File: config.mk
export PLATFORM = sky130hd
export DESIGN_NAME = depth_to_jet_colour
export DESIGN_NICKNAME = d
export VERILOG_FILES = /design/src/rtl/core/d2jc_pkg.sv /design/src/rtl/core/d2jc_div_stage.sv /design/src/rtl/core/d2jc_colour_map.sv /design/src/rtl/core/depth_to_jet_colour.sv
export SDC_FILE = /design/constraint.sdc
export NUM_CORES = 1
export LEC_CHECK = 0
export ABC_AREA = 1
export BUFFER_PORTS_ARGS = -buffer_cell sky130_fd_sc_hd__buf_2
export CAP_MARGIN = 25
export CORE_AREA = 4 4 335 337
export CTS_BUF_LIST = sky130_fd_sc_hd__clkbuf_2 sky130_fd_sc_hd__clkbuf_4 sky130_fd_sc_hd__clkbuf_8
export DETAILED_ROUTE_END_ITERATION = 10
export DIE_AREA = 0 0 339 341
export GPL_TIMING_DRIVEN = 0
export MAX_ROUTING_LAYER = met4
export SYNTH_ARGS = -nofsm -noshare
export SYNTH_HDL_FRONTEND = slang
export SYNTH_HIERARCHICAL = 1
export SYNTH_SLANG_ARGS = --single-unit
File: constraint.sdc
create_clock -name clk -period 26.1 [get_ports clk]
set_input_delay 5.22 -clock clk [delete_from_list [all_inputs] [get_ports clk]]
set_output_delay 5.22 -clock clk [all_outputs]
set_load 0.03 [all_outputs]
File: src/rtl/core/d2jc_pkg.sv
package d2jc_pkg;

  // Field widths
  localparam int DEPTH_W  = 16;
  localparam int COLOR_W  = 8;
  localparam int FRAC_W   = 16;
  localparam int RAMP_W   = 15;

  // Divider layout: two quotient bits per stage
  localparam int BITS_PER_STAGE = 2;
  localparam int NUM_DIV_STAGES = FRAC_W / BITS_PER_STAGE;

  // Constants of the map
  localparam logic [DEPTH_W-1:0] RANGE_RESET = 16'd8450;
  localparam logic [COLOR_W-1:0] GREY        = 8'd40;
  localparam logic [COLOR_W-1:0] FULL_ON     = 8'd255;
  localparam logic [COLOR_W-1:0] FULL_OFF    = 8'd0;
  localparam logic [FRAC_W:0]    FULL_SCALE  = 17'h10000;
  localparam logic [RAMP_W-1:0]  SEG_LEN     = 15'd16384;

  // Which component takes the ramp value
  typedef enum logic [1:0] {
    RAMP_NONE,
    RAMP_RED,
    RAMP_GREEN,
    RAMP_BLUE
  } ramp_ch_t;

  // Word moving through the divider stages
  typedef struct packed {
    logic               valid;
    logic               grey;
    logic               sat;
    logic [DEPTH_W-1:0] rem;
    logic [FRAC_W-1:0]  quo;
  } div_word_t;

  // One restoring division step: returns {quotient bit, new remainder}.
  // Caller keeps rem < divisor, so the new remainder fits in DEPTH_W bits.
  function automatic logic [DEPTH_W:0] div_step(input logic [DEPTH_W-1:0] rem,
                                                input logic [DEPTH_W-1:0] dvs);
    logic [DEPTH_W:0] shifted;
    logic [DEPTH_W:0] diff;
    logic             ge;
    shifted = {rem, 1'b0};
    diff    = shifted - {1'b0, dvs};
    ge      = (shifted >= {1'b0, dvs});
    return ge ? {1'b1, diff[DEPTH_W-1:0]} : {1'b0, shifted[DEPTH_W-1:0]};
  endfunction

endpackage

File: src/rtl/core/d2jc_div_stage.sv
module d2jc_div_stage
  import d2jc_pkg::*;
(
  input  logic               clk,
  input  logic               rst,
  input  logic               en,
  input  logic [DEPTH_W-1:0] divisor,
  input  div_word_t          din,
  output div_word_t          dout
);

  logic [DEPTH_W:0]       step_res [BITS_PER_STAGE];
  logic [BITS_PER_STAGE-1:0] qbits;
  logic                   valid;
  logic                   grey;
  logic                   sat;
  logic [DEPTH_W-1:0]     rem;
  logic [FRAC_W-1:0]      quo;

  // Chain of restoring steps, MSB of this stage's quotient bits first
  always_comb begin
    for (int i = 0; i < BITS_PER_STAGE; i++) begin
      if (i == 0) begin
        step_res[i] = div_step(din.rem, divisor);
      end else begin
        step_res[i] = div_step(step_res[i-1][DEPTH_W-1:0], divisor);
      end
      qbits[BITS_PER_STAGE-1-i] = step_res[i][DEPTH_W];
    end
  end

  // Valid bit
  always_ff @(posedge clk) begin
    if (rst) begin
      valid <= 1'b0;
    end else if (en) begin
      valid <= din.valid;
    end
  end

  // Payload
  always_ff @(posedge clk) begin
    if (en) begin
      grey <= din.grey;
      sat  <= din.sat;
      rem  <= step_res[BITS_PER_STAGE-1][DEPTH_W-1:0];
      quo  <= {din.quo[FRAC_W-BITS_PER_STAGE-1:0], qbits};
    end
  end

  assign dout = '{valid: valid, grey: grey, sat: sat, rem: rem, quo: quo};

endmodule

File: src/rtl/core/d2jc_colour_map.sv
module d2jc_colour_map
  import d2jc_pkg::*;
(
  input  logic               clk,
  input  logic               rst,
  input  logic               en,
  input  div_word_t          din,
  output logic               out_valid,
  output logic [COLOR_W-1:0] red,
  output logic [COLOR_W-1:0] green,
  output logic [COLOR_W-1:0] blue
);

  // Segment codes from the top bits of v
  localparam logic [2:0] SEG_BLUE_GREEN = 3'd0;
  localparam logic [2:0] SEG_GREEN_BLUE = 3'd1;
  localparam logic [2:0] SEG_GREEN_RED  = 3'd2;
  localparam logic [2:0] SEG_RED_GREEN  = 3'd3;

  logic [FRAC_W:0]    v;
  logic [RAMP_W-1:0]  t_rise;
  logic [RAMP_W-1:0]  t_fall;
  logic [COLOR_W-1:0] base_r_next, base_g_next, base_b_next;
  logic [RAMP_W-1:0]  arg_next;
  ramp_ch_t           ch_next;

  logic               s1_valid;
  logic [COLOR_W-1:0] base_r, base_g, base_b;
  logic [RAMP_W-1:0]  arg;
  ramp_ch_t           ch;

  logic [RAMP_W+COLOR_W-1:0] prod;
  logic [COLOR_W-1:0]        ramp_val;

  // Stage 1: invert the fraction and pick the segment
  always_comb begin
    v      = din.sat ? '0 : (FULL_SCALE - {1'b0, din.quo});
    t_rise = {1'b0, v[RAMP_W-2:0]};
    t_fall = SEG_LEN - t_rise;
    base_r_next = FULL_OFF;
    base_g_next = FULL_OFF;
    base_b_next = FULL_OFF;
    arg_next    = '0;
    ch_next     = RAMP_NONE;
    if (din.grey) begin
      base_r_next = GREY;
      base_g_next = GREY;
      base_b_next = GREY;
    end else begin
      case (v[FRAC_W:RAMP_W-1])
        SEG_BLUE_GREEN: begin
          base_b_next = FULL_ON;
          ch_next     = RAMP_GREEN;
          arg_next    = t_rise;
        end
        SEG_GREEN_BLUE: begin
          base_g_next = FULL_ON;
          ch_next     = RAMP_BLUE;
          arg_next    = t_fall;
        end
        SEG_GREEN_RED: begin
          base_g_next = FULL_ON;
          ch_next     = RAMP_RED;
          arg_next    = t_rise;
        end
        SEG_RED_GREEN: begin
          base_r_next = FULL_ON;
          ch_next     = RAMP_GREEN;
          arg_next    = t_fall;
        end
        default: begin
          // v at full scale: red with green at zero
          base_r_next = FULL_ON;
          ch_next     = RAMP_GREEN;
          arg_next    = '0;
        end
      endcase
    end
  end

  always_ff @(posedge clk) begin
    if (rst) begin
      s1_valid  <= 1'b0;
      out_valid <= 1'b0;
    end else if (en) begin
      s1_valid  <= din.valid;
      out_valid <= s1_valid;
    end
  end

  always_ff @(posedge clk) begin
    if (en) begin
      base_r <= base_r_next;
      base_g <= base_g_next;
      base_b <= base_b_next;
      arg    <= arg_next;
      ch     <= ch_next;
    end
  end

  // Stage 2: ramp = floor(arg * 255 / 16384), then merge into the colour
  assign prod     = {arg, {COLOR_W{1'b0}}} - {{COLOR_W{1'b0}}, arg};
  assign ramp_val = prod[RAMP_W+COLOR_W-2:RAMP_W-1];

  always_ff @(posedge clk) begin
    if (en) begin
      red   <= (ch == RAMP_RED)   ? ramp_val : base_r;
      green <= (ch == RAMP_GREEN) ? ramp_val : base_g;
      blue  <= (ch == RAMP_BLUE)  ? ramp_val : base_b;
    end
  end

  // Grey only comes as a whole word (a red ramp at 40 always has green full on)
  a_grey_whole: assert property (@(posedge clk) disable iff (rst)
    out_valid && red == GREY && green != FULL_ON |-> green == GREY && blue == GREY)
    else $error("partial grey word");

  // Any jet colour has one component at full scale
  a_jet_full: assert property (@(posedge clk) disable iff (rst)
    out_valid && red != GREY |-> red == FULL_ON || green == FULL_ON || blue == FULL_ON)
    else $error("jet colour without a saturated component");

  // Any jet colour has red or blue off
  a_jet_off: assert property (@(posedge clk) disable iff (rst)
    out_valid && red != GREY |-> red == FULL_OFF || blue == FULL_OFF)
    else $error("jet colour with both red and blue lit");

endmodule

File: src/rtl/core/depth_to_jet_colour.sv
// Pipeline: 8 divider stages at two quotient bits each, then 2 colour map stages,
// from input word accepted to output word shown.
// Throughput: one word per cycle; the whole pipe holds while the output word stalls.
// Reset (rst, synchronous): clears all valid bits; the range register returns to 8450.
module depth_to_jet_colour
  import d2jc_pkg::*;
(
  input  logic               clk,
  input  logic               rst,
  input  logic               in_valid,
  output logic               in_stall,
  input  logic [DEPTH_W-1:0] depth_mm,
  output logic               out_valid,
  input  logic               out_stall,
  output logic [COLOR_W-1:0] red,
  output logic [COLOR_W-1:0] green,
  output logic [COLOR_W-1:0] blue,
  input  logic               cfg_valid,
  output logic               cfg_ready,
  input  logic [DEPTH_W-1:0] max_range
);

  logic [DEPTH_W-1:0] range_reg;
  logic               en;
  div_word_t          div_pipe [NUM_DIV_STAGES+1];

  // Range register, zero maps to one
  assign cfg_ready = 1'b1;

  always_ff @(posedge clk) begin
    if (rst) begin
      range_reg <= RANGE_RESET;
    end else if (cfg_valid && cfg_ready) begin
      range_reg <= (max_range == '0) ? DEPTH_W'(1) : max_range;
    end
  end

  // Pipe advances unless the output word is held
  assign en       = !(out_valid && out_stall);
  assign in_stall = !en;

  // Entry: q saturates when depth reaches the range
  assign div_pipe[0] = '{valid: in_valid && en,
                         grey:  (depth_mm == '0),
                         sat:   (depth_mm >= range_reg),
                         rem:   depth_mm,
                         quo:   '0};

  for (genvar i = 0; i < NUM_DIV_STAGES; i++) begin : g_div
    d2jc_div_stage u_div (
      .clk     (clk),
      .rst     (rst),
      .en      (en),
      .divisor (range_reg),
      .din     (div_pipe[i]),
      .dout    (div_pipe[i+1])
    );
  end

  d2jc_colour_map u_map (
    .clk       (clk),
    .rst       (rst),
    .en        (en),
    .din       (div_pipe[NUM_DIV_STAGES]),
    .out_valid (out_valid),
    .red       (red),
    .green     (green),
    .blue      (blue)
  );

  // Range never holds zero
  a_range_nonzero: assert property (@(posedge clk) disable iff (rst)
    range_reg != '0)
    else $error("range register holds zero");

  // Input stalls exactly when the output word is held
  a_stall_source: assert property (@(posedge clk) disable iff (rst)
    in_stall == (out_valid && out_stall))
    else $error("input stall out of step with output");

  // A word not taken stays valid at the output
  a_out_kept: assert property (@(posedge clk) disable iff (rst)
    out_valid && out_stall |=> out_valid)
    else $error("stalled output word dropped");

endmodule

==> flow_summary.yaml <==
run_status:
  status: "finished, final reports clean"
final_layout:
  final_cells: 5886
  final_common_cell: "nand2_1"
  area_growth_pct: 12.05
  most-common-layout-cells: "nand2_1, inv_1, nand3_1"
  drive_gt1_share_pct: 13.91
  finalNetCount: 4745
  largest_reg_flops: 112
synthesis:
  synth.yosys.warnings: 6
  syn_avg_cell_area_um2: 6.935
  synth_nets: 4616
  synthCells: 4298
  syn_area_um2: 29810
timing:
  maxSlewHeadroom_pct: 26.81
  setup_viol: 0
  worstMarginPinSlew_ns: 1.096
  maxSlewViolCount: 0
  finalHoldViolCount: 0
  min_period_over_period_pct: 42.92
  period_minus_slack_ns: 11.20
  fin_tns_setup_ns: 0
  skew_ns: 0.05393
  rsz0062_at_grt: "no"
  timing.fmax_mhz: 89.27
global_route:
  first_global_vias: 26240
  antenna_found_initial: 1
  grt.busiest_layer: "met2"
  grt_first_pass_wirelength_mm: 138.2
  gr-total-overflow: 0
  met2_usage_pct: 25.49
  use_met1_pct: 19.08
  grt_max_degree: 68
  grt_use_met3_pct: 1.559
  grt_usage_pct: 15.23
routing:
  wl_mm: 87.01
  first_pass_iters: 8
  via_per_inst: 4.644
  route.vias.total: 27340
  antenna_left: 0
  drt_iter0_drc: 1729
  drc: 0
  avgRoutedWirePerCell_um: 14.78
clock_network:
  clock_sinks: 272
  root_buffer: "clkbuf_8"
  clk_pin_slew_ns: 0.06
  cts_tree: "yes"
  cts_resized: 0
  post_cts_buffers: 0
  holdBufCountCts: 0
  clock_latency_ns: 0.69
  clockBufferDepth: 3
  numCtsBuffers: 52
  htreeDepth: 2
run:
  maxCapViolations: 0
min_path:
  holdPathEnd: "g_div[6].u_div/quo[8]"
  hp-class: "register to register"
  min_path_cells: 0
  hold_start: "g_div[5].u_div/quo[6]"
floorplan:
  fp.dieW_um: 339
  die_h_um: 341
  rows: 121
  dieArea_um2: 115600
  start_util_pct: 27.38
  ios: 64
  core_um2: 108900
setup_path:
  r2r_start: "range_reg[5]"
  crit_path_max_fanout: 29
  reg2reg_to: "g_div[0].u_div/rem[0]"
  crit_type: "input pin to output pin"
  cp.required_ns: 20.88
  worst_r2r_path_depth: 21
  endpoint_kind: "output pin"
  r2r_slack_ns: 21.12
  arrival_ns: 5.98
  start_kind: "input pin"
placement:
  port_buffers: 61
  gp_congestion: 0.9358
  dp.final_hpwl_mm: 70.38
  placed_cells: 5787
-- per-stage QoR --
stage / setup WS [ns] / hold slack (ns) / area [µm²] / utilization (%)
finish: 14.90 / 0.3827 / 33400 / 30.68
floorplan: 8.717 / 0.4003 / 29810 / -
global placement: 6.994 / 0.4010 / 31880 / 29.29
detailed placement: 14.88 / 0.4045 / 32260 / 29.64
global route: 14.81 / 0.3828 / 33400 / 30.68
CTS: 14.87 / 0.3541 / 33390 / 30.68
-- area by class of cell --
cell class	instances	area [µm²]
antenna	1	2.502
multi-input combinational	3302	18750
buffer	72	710.7
clock buffer	67	840.8
clock inverter	31	291.5
timing repair buffer	75	678.2
fill	11790	75460
inverter	652	2449
sequential	272	7909
tap	1414	1769
-- metal layers --
metal / vias up / routed length (µm)
met2: 618 / 40540
li1: 14150 / -
met5: - / 0
met3: 162 / 3587
met4: 0 / 3206
met1: 12410 / 39680
-- critical path: stages --
cell	delay, ns
buf_2	0.11
nand2_4	0.34
inv_1	0.11
buf_2	0.20
-- worst max path at each step --
stage,from,to,cells past startpoint
4_1_cts,out_stall,in_stall,4
5_1_grt,out_stall,in_stall,4
3_3_place_gp,out_stall,in_stall,4
6_report,out_stall,in_stall,4
2_1_floorplan,out_stall,in_stall,2
3_5_place_dp,out_stall,in_stall,4
Power is not shown: default switching activity piles up to over one toggle a cycle in this logic, so the estimate is an artifact.
